`config.mk`:
```
export PLATFORM = sky130hd
export DESIGN_NAME = mdrt_grow
export DESIGN_NICKNAME = d
export VERILOG_FILES = /design/src/rtl/mdrt_grow.sv
export SDC_FILE = /design/constraint.sdc
export NUM_CORES = 1
export LEC_CHECK = 0
export BUFFER_PORTS_ARGS = -buffer_cell sky130_fd_sc_hd__buf_2
export CORE_ASPECT_RATIO = 1.1
export CORE_UTILIZATION = 50
export DETAILED_ROUTE_END_ITERATION = 10
export MAX_ROUTING_LAYER = met4
export PLACE_DENSITY = 0.82
export SYNTH_ARGS = -nofsm -noshare
export SYNTH_HDL_FRONTEND = slang
export SYNTH_SLANG_ARGS = --single-unit
export TNS_END_PERCENT = 30
```
`constraint.sdc`:
```
create_clock -name vclk -period 5.5
set_input_delay 0.825 -clock vclk [all_inputs]
set_output_delay 0.825 -clock vclk [all_outputs]
set_load 0.03 [all_outputs]
```
`src/rtl/mdrt_grow.sv`:
```
// Tile update for an add: coverage test and bounding box growth of one tile.
// Pure logic; no package dependency.
`default_nettype none

module mdrt_grow #(
   parameter int TILE_SIZE = 32,
   parameter int XW = 10,
   parameter int YW = 9,
   parameter int LW = 5
) (
   input  logic [XW-1:0]   base_x,
   input  logic [YW-1:0]   base_y,
   input  logic [XW-1:0]   rect_l,
   input  logic [YW-1:0]   rect_t,
   input  logic [XW-1:0]   rect_r,
   input  logic [YW-1:0]   rect_b,
   input  logic [4*LW-1:0] old_box,
   output logic            covered,
   output logic [4*LW-1:0] new_box
);

   localparam logic [XW-1:0] SPAN_X  = XW'(TILE_SIZE - 1);
   localparam logic [YW-1:0] SPAN_Y  = YW'(TILE_SIZE - 1);
   localparam logic [LW-1:0] LOC_MAX = LW'(TILE_SIZE - 1);

   logic [XW-1:0] hi_x, dx0, dx1;
   logic [YW-1:0] hi_y, dy0, dy1;
   logic [LW-1:0] sx0, sy0, sx1, sy1;
   logic [LW-1:0] ox0, oy0, ox1, oy1;
   logic [LW-1:0] nx0, ny0, nx1, ny1;
   logic          occupied;

   always_comb begin
      hi_x = base_x + SPAN_X;
      hi_y = base_y + SPAN_Y;
      dx0  = rect_l - base_x;
      dx1  = rect_r - base_x;
      dy0  = rect_t - base_y;
      dy1  = rect_b - base_y;

      covered = (rect_r >= base_x) && (rect_l <= hi_x) &&
                (rect_b >= base_y) && (rect_t <= hi_y);

      sx0 = (rect_l > base_x) ? dx0[LW-1:0] : '0;
      sx1 = (rect_r < hi_x)   ? dx1[LW-1:0] : LOC_MAX;
      sy0 = (rect_t > base_y) ? dy0[LW-1:0] : '0;
      sy1 = (rect_b < hi_y)   ? dy1[LW-1:0] : LOC_MAX;

      {ox0, oy0, ox1, oy1} = old_box;
      occupied = (old_box != '0);

      nx0 = (occupied && (ox0 < sx0)) ? ox0 : sx0;
      ny0 = (occupied && (oy0 < sy0)) ? oy0 : sy0;
      nx1 = (occupied && (ox1 > sx1)) ? ox1 : sx1;
      ny1 = (occupied && (oy1 > sy1)) ? oy1 : sy1;

      new_box = {nx0, ny0, nx1, ny1};
   end

endmodule

`default_nettype wire

```
==> results.ini <==
[final_layout]
diodes=0
drive_gt1_share_pct=26.4
syn_to_final_growth_pct=25.0
fin_nets=680
multi_input_area_um2=3040
fillers=525
regArea_um2=0
seq_cell_count=0
nClkBuffers=0

[global_route]
grt.total_usage_pct=27.3
globalRouteOverflowTotal=0
grt_max_degree=11
grt_pass1_wl_mm=14.4
first_global_vias=3408
antenna_found_initial=0

[floorplan]
die_y_um=84.6
coreArea_um2=5880
die_w_um=77.1
placementRows=29
start_util_pct=52.8
ios=98
die-area_um2=6530

[setup_path]
crit_fanout=5
crit_type=input port to primary output
cp.arrival_ps=4560
crit_path_end_kind=primary output
cp-start-kind=input port
cp.required_ps=4680
critPathCapture=new_box[8]
crit_start=base_x[0]

[timing]
worstMarginPinSlew_ps=466
fin_setup_tns_ps=0
period_share_pct=97.9
clock.fmax_mhz=186
setup-violations-final=0
min_period_ps=5380
slew_violations=0
relSlewSlack_pct=68.9
rsz0062_at_grt=yes
final_hold_viol_count=0

[synthesis]
synth_top_area_cell=ha_1
yosysSeqAreaShare_pct=0
syn_inst=401
netlist.area_leader.share_pct=37.5
syn_nets=575
synth_area_leaders=ha_1, inv_1, xnor2_1
netlist_area_um2=3100
ys_warn_count=0
synthDistinctLibCells=58
synth_area_per_cell_um2=7.74

[pwr]
p_leak_nw=2.02
power_density_nw_per_um2=154
power_mw=0.599
ir_drop_mv=0.101

[route]
firstDrtPassIters=4
drt_iter0_drc=135
totalWireLength_mm=8.74
wl_per_cell_um=15.0
vias_per_cell=5.87
drc=0
antenna_left=0
vias=3409

[status]
status=complete, no violations

[clock_network]
ctsHoldBuffers=0

[hold_path]
min_from=old_box[18]
min_path_type=input port to primary output

[placement]
gp_congestion=0.941
io_buffers=98
hpwl_mm=7.76

[flow_run]
drv_cap=0

-- power by group --
part	switching, mW	total (mW)	internal, mW
clock network	0	0	0
logic	0.346	0.599	0.253
registers	0	0	0
-- cell families after synthesis --
| kind of cell | share of synthesized area [%] |
|---|---|
| and+or+nand+nor | 20.9 |
| buffers and inverters | 5.69 |
| AOI/OAI and AO/OA | 22.8 |
| adders and majority gates | 40.4 |
| muxes | 2.94 |
| xor gates and xnor gates | 7.22 |
-- worst max-delay path, stage by stage --
cell and delay (ps):
buf_2 150, nor3_4 200, and3_4 230, xnor2_2 80
ha_1 350, a2111o_1 420, o311ai_2 330, o211ai_2 190
nor3_2 310, ha_1 300, and3_1 190, a31o_2 260
a21oi_4 130, buf_6 160, mux2i_4 270, buf_6 160
-- stage by stage --
| stage | setup slack, ps | hold WS [ps] | util (%) | cells | cell area, um2 |
|---|---|---|---|---|---|
| final | 116 | 2040 | 66.0 | 581 | 3880 |
| after global routing | -69.6 | 2060 | 66.0 | 581 | 3880 |
| after CTS | 8.23 | 2040 | 63.8 | 579 | 3750 |
| after detailed placement | -112 | 2040 | 63.2 | 578 | 3710 |
| after global placement | 84.3 | 2040 | 63.2 | 578 | 3710 |
| after floorplan | 102 | 1860 | - | 401 | 3100 |
-- per-layer routing --
layer	routed length (um)	track usage, %
met4	206	6.17
met2	4600	54.3
met5	0	-
met3	370	1.74
met1	3560	29.1
-- synth_stat cells, types with 8 or more instances --
library cell,count
ha_1,93
inv_1,45
a21oi_1,31
nor2_1,28
nand2_1,24
xnor2_1,19
o21ai_0,14
nor2b_1,13
nor3_1,10
o21a_1,10
a21o_1,9
nand3_1,9
nand4_1,9
mux2i_1,8
nor4_1,8
-- worst min path at each step --
stage / endpoint / slack (ps) / depth (start not counted)
finish: new_box[18] / 2040 / 4
global placement: new_box[18] / 2040 / 4
floorplan: new_box[0] / 1860 / 2
global route: new_box[19] / 2060 / 4
detailed placement: new_box[18] / 2040 / 4
CTS: new_box[18] / 2040 / 4
-- layout by cell type (no fill, tap or decap), types with 4 or more instances in the layout --
cell type  count
nor3_1         6
nor4_1         8
a22o_1         5
nor2b_1       13
inv_1         43
nand2_1       24
ha_1          91
buf_6          4
buf_4          7
buf_2         94
o21a_1        10
nand3_1        9
nand4_1        9
and3_1         4
xor2_1         4
fa_1           4
a21oi_1       30
xnor2_1       18
a21o_1         9
mux2i_1        5
o21ai_0       14
nor2_1        27
o211ai_1       4
-- area by class of cell --
cell class / count / share of cell area (%)
well taps: 77 / 2.48
multi-input cells: 354 / 78.4
repair buffers: 105 / 14.6
inverters: 45 / 4.42
-- what timing repair did --
| action | 4_1_cts | 5_1_grt |
|---|---|---|
| setup buffers | 1 | 2 |
| endpoints found under the setup margin | 4 | 5 |
| resized for setup | 8 | 25 |
| cloned | 0 | 0 |
| pin swaps | 1 | 8 |
(Power assumes the default switching activity.)
