**src/rtl/mdrt_pkg.sv**
```systemverilog
// Shared types and constants of the microtile dirty rectangle tracker.
// Depends on nothing; mdrt_if, the top level, mdrt_clip and mdrt_checker import it.
`default_nettype none

package mdrt_pkg;

   localparam int TILE_SIZE_DEF     = 32;
   localparam int SCREEN_WIDTH_DEF  = 640;
   localparam int SCREEN_HEIGHT_DEF = 400;

   localparam int KIND_W     = 2;
   localparam int COORD_W    = 12;
   localparam int CSR_IDX_W  = 2;
   localparam int CSR_DATA_W = 10;
   localparam int OUT_X_W    = 10;
   localparam int OUT_Y_W    = 9;

   localparam logic [KIND_W-1:0] KIND_ADD   = 2'd0;
   localparam logic [KIND_W-1:0] KIND_CLEAR = 2'd1;
   localparam logic [KIND_W-1:0] KIND_NEXT  = 2'd2;

   localparam logic [CSR_IDX_W-1:0] CSR_CLIP_MIN_X = 2'd0;
   localparam logic [CSR_IDX_W-1:0] CSR_CLIP_MIN_Y = 2'd1;
   localparam logic [CSR_IDX_W-1:0] CSR_CLIP_MAX_X = 2'd2;
   localparam logic [CSR_IDX_W-1:0] CSR_CLIP_MAX_Y = 2'd3;

   typedef enum logic [2:0] {
      ST_INIT,
      ST_IDLE,
      ST_ADD,
      ST_CLEAR,
      ST_SCAN,
      ST_MERGE,
      ST_EMIT
   } state_type;

   typedef struct packed {
      logic [OUT_X_W-1:0] min_x;
      logic [OUT_Y_W-1:0] min_y;
      logic [OUT_X_W-1:0] max_x;
      logic [OUT_Y_W-1:0] max_y;
   } clip_type;

   localparam clip_type CLIP_RST = '{
      min_x: 10'd0,
      min_y: 9'd0,
      max_x: 10'd639,
      max_y: 9'd399
   };

   typedef struct packed {
      logic [OUT_X_W-1:0] rect_left;
      logic [OUT_Y_W-1:0] rect_top;
      logic [OUT_X_W-1:0] rect_right;
      logic [OUT_Y_W-1:0] rect_bottom;
      logic               done_res;
   } rsp_type;

endpackage

`default_nettype wire

```
**src/rtl/mdrt_clip.sv**
```systemverilog
// Result formatting: clip to the window registers, make edges exclusive, saturate.
// Depends on mdrt_pkg for clip_type and rsp_type.
`default_nettype none

module mdrt_clip import mdrt_pkg::*; #(
   parameter int XW = 10,
   parameter int YW = 9
) (
   input  logic [XW-1:0] px0,
   input  logic [YW-1:0] py0,
   input  logic [XW-1:0] px1,
   input  logic [YW-1:0] py1,
   input  clip_type      clip,
   input  logic          done,
   output rsp_type       rsp
);

   localparam int CXW = ((XW > OUT_X_W) ? XW : OUT_X_W) + 1;
   localparam int CYW = ((YW > OUT_Y_W) ? YW : OUT_Y_W) + 1;
   localparam logic [CXW-1:0] X_SAT = CXW'((1 << OUT_X_W) - 1);
   localparam logic [CYW-1:0] Y_SAT = CYW'((1 << OUT_Y_W) - 1);

   function automatic logic [CXW-1:0] clip_x(input logic [CXW-1:0] v,
                                             input logic [CXW-1:0] lo,
                                             input logic [CXW-1:0] hi);
      return (v < lo) ? lo : ((v > hi) ? hi : v);
   endfunction

   function automatic logic [CYW-1:0] clip_y(input logic [CYW-1:0] v,
                                             input logic [CYW-1:0] lo,
                                             input logic [CYW-1:0] hi);
      return (v < lo) ? lo : ((v > hi) ? hi : v);
   endfunction

   logic [CXW-1:0] cx0, cx1, cx1p;
   logic [CYW-1:0] cy0, cy1, cy1p;

   always_comb begin
      cx0  = clip_x(CXW'(px0), CXW'(clip.min_x), CXW'(clip.max_x));
      cx1  = clip_x(CXW'(px1), CXW'(clip.min_x), CXW'(clip.max_x));
      cy0  = clip_y(CYW'(py0), CYW'(clip.min_y), CYW'(clip.max_y));
      cy1  = clip_y(CYW'(py1), CYW'(clip.min_y), CYW'(clip.max_y));
      cx1p = cx1 + CXW'(1);
      cy1p = cy1 + CYW'(1);

      if (done) begin
         rsp = '0;
         rsp.done_res = 1'b1;
      end else begin
         rsp.rect_left   = (cx0 > X_SAT)  ? X_SAT[OUT_X_W-1:0] : cx0[OUT_X_W-1:0];
         rsp.rect_top    = (cy0 > Y_SAT)  ? Y_SAT[OUT_Y_W-1:0] : cy0[OUT_Y_W-1:0];
         rsp.rect_right  = (cx1p > X_SAT) ? X_SAT[OUT_X_W-1:0] : cx1p[OUT_X_W-1:0];
         rsp.rect_bottom = (cy1p > Y_SAT) ? Y_SAT[OUT_Y_W-1:0] : cy1p[OUT_Y_W-1:0];
         rsp.done_res    = 1'b0;
      end
   end

endmodule

`default_nettype wire

```
**config.mk**
```make
export PLATFORM = sky130hd
export DESIGN_NAME = mdrt_clip
export DESIGN_NICKNAME = d
export VERILOG_FILES = /design/src/rtl/mdrt_pkg.sv /design/src/rtl/mdrt_clip.sv
export SDC_FILE = /design/constraint.sdc
export NUM_CORES = 1
export LEC_CHECK = 0
export ABC_AREA = 0
export BUFFER_PORTS_ARGS = -buffer_cell sky130_fd_sc_hd__buf_4
export CORE_ASPECT_RATIO = 1.75
export CORE_MARGIN = 2
export CORE_UTILIZATION = 35
export DETAILED_ROUTE_END_ITERATION = 10
export PLACE_DENSITY = 0.63
export SLEW_MARGIN = 20
export SYNTH_ARGS = -nofsm -noshare
export SYNTH_HDL_FRONTEND = slang
export SYNTH_SLANG_ARGS = --single-unit
```
**constraint.sdc**
```tcl
create_clock -name vclk -period 8.65
set_clock_uncertainty 0.2 [all_clocks]
set_input_delay 1.73 -clock vclk [all_inputs]
set_output_delay 1.73 -clock vclk [all_outputs]
set_load 0.03 [all_outputs]
```
==> results.sh <==
export IMPL_status="completed"
export IMPL_fillers=986
export IMPL_whs_path_depth=4
export IMPL_die_area_um2=10500
export IMPL_register_area_um2=0
export IMPL_holdBufCountCts=0
export IMPL_critPathMaxStageDelay_ns=0.78
export IMPL_die_w_um=78.2
export IMPL_worst_pin_slew_ns=1.00
export IMPL_nets=727
export IMPL_drive_above_1_share_pct=22.7
export IMPL_netlist_area_um2=3380
export IMPL_drtPass1Iterations=5
export IMPL_finalCritPeriodShare_pct=84.8
export IMPL_gp_congestion=0.956
export IMPL_n_antenna_cell=0
export IMPL_clockBufferCount=0
export IMPL_gr_usage_all_layers_pct=24.7
export IMPL_path_delay_family="compound AO/OA/AOI/OAI gates"
export IMPL_netlist_area_leader_share_pct=27.8
export IMPL_peakVddDrop_uv=39.1
export IMPL_drt_iter0_drc=146
export IMPL_synth_area_leader_cell="ha_1"
export IMPL_grt_pass1_vias=4285
export IMPL_wirelength_um=13400
export IMPL_syn_nets=628
export IMPL_finalSetupTns_ns=0
export IMPL_post_route_util_pct=45.9
export IMPL_finalHoldViolCount=0
export IMPL_io_buffers=116
export IMPL_synth_common_cells="ha_1, a21oi_1, inv_1"
export IMPL_grt_max_degree=37
export IMPL_relSlewSlack_pct=33.1
export IMPL_ctsResizeCount=0
export IMPL_cp_slowest_cell="a21oi_1"
export IMPL_setup_viol=0
export IMPL_leakage_uw=0.00213
export IMPL_grt_overflow=0
export IMPL_ioPinCount=116
export IMPL_rsz0062_at_grt="no"
export IMPL_grt_pass1_wl_um=20700
export IMPL_cp_start_kind="input pin"
export IMPL_dpl_hpwl_um=11700
export IMPL_path_buf_inv=3
export IMPL_synth_area_per_cell_um2=7.09
export IMPL_drv_slew=0
export IMPL_dieHeight_um=134
export IMPL_grt_antenna_before_repair=0
export IMPL_core_area_um2=9410
export IMPL_drcViolationCount=0
export IMPL_holdPathEnd="rsp[28]"
export IMPL_synth_most_common_cell="ha_1"
export IMPL_rows=47
export IMPL_crit_arrival_ns=5.41
export IMPL_drv_cap=0
export IMPL_vias=4232
export IMPL_ys_warn_count=0
export IMPL_synthCells=476
export IMPL_setup_slack_ns=1.31
export IMPL_syn_to_final_growth_pct=27.9
export IMPL_critPathMaxFanout=14
export IMPL_hold_start="py0[8]"
export IMPL_fmax_mhz=136
export IMPL_min_path_type="input pin to output port"
export IMPL_wl_per_cell_um=19.3
export IMPL_dp_slack_ns=1.30
export IMPL_powerDensity_nw_per_um2=85.9
export IMPL_viasPerCell=6.09
export IMPL_antenna_left=0
export IMPL_cp_required_ns=6.72
export IMPL_end_kind="output port"
export IMPL_start_util_pct=35.9
export IMPL_synth_seq_area_share_pct=0
export IMPL_cts_setup_buffers=0
export IMPL_worst_setup_path_type="input pin to output port"
export IMPL_worstPathCellList="buf_4, inv_1, ha_1, a211oi_1, and3_1, o21ai_1, a21oi_1, nand2_1, o21ai_0, ha_1, o21ai_0, a31oi_1, a41oi_1, a311oi_1, buf_4"
export IMPL_synthTopCellsByArea="ha_1, a21oi_1, a211oi_1"
export IMPL_post_route_min_period_ns=7.34
export IMPL_design_seq_count=0
export IMPL_synthDistinctLibCells=63
-- layout by cell type, fill, tap and decap left out, types with 3 or more instances in the layout --
cell type,count
ha_1,75
a21o_1,14
nor4_1,4
and2_1,7
nor2b_1,6
o211a_1,3
o21a_1,9
nand2_1,20
a221oi_1,6
nor3_1,9
nand4_1,10
and4_1,5
a311oi_1,4
buf_4,116
nand3_1,20
nor2_1,35
and3_1,3
o21ai_0,20
xnor2_1,4
o21ai_1,8
a211oi_1,30
inv_1,44
a31oi_1,9
a21oi_1,47
nand2b_1,5
mux2i_1,18
-- worst max-delay path by stage --
| stage | startpoint | endpoint | slack, ns | cells past startpoint |
|---|---|---|---|---|
| finish | clip[25] | rsp[9] | 1.31 | 15 |
| global route | clip[25] | rsp[9] | 1.03 | 15 |
| CTS | clip[25] | rsp[9] | 1.31 | 15 |
| detailed placement | clip[25] | rsp[9] | 1.30 | 15 |
| global placement | clip[21] | rsp[9] | 1.52 | 15 |
| floorplan | clip[6] | rsp[9] | 1.84 | 13 |
-- through the flow --
step,hold slack (ns),cell area (µm²),instances,power [µW]
detailed placement,3.68,4320,695,368
CTS,3.69,4320,695,369
global placement,3.69,4320,695,361
floorplan,3.39,3380,476,240
global route,3.73,4320,695,402
finish,3.69,4320,695,371
-- power by group --
part           switching (µW)  internal, µW
clock                       0             0
combinational             227           144
sequential                  0             0
total                     227           144
-- metal layers --
metal	routed length [µm]	global-route usage (%)
met4	1060	16.4
met2	7400	51.4
met3	596	1.21
met1	4330	21.7
met5	0	0
-- layout make-up --
type | count | area (µm²) | share of cell area [%]
Tap cell | 122 | 153 | 3.53
Timing Repair Buffer | 116 | 871 | 20.2
Multi-Input combinational cell | 413 | 3130 | 72.5
Inverter | 44 | 165 | 3.82
-- kinds of logic after synthesis --
family / after synthesis / share of synthesized area (%)
AND/OR/NAND/NOR: 136 / 21.2
multiplexers: 18 / 5.34
AO/OA/AOI/OAI: 179 / 37.0
XOR/XNOR: 5 / 1.30
buffers and inverters: 63 / 7.38
adder cells (fa/ha/maj): 75 / 27.8
Power figures use the tool's default switching activity.
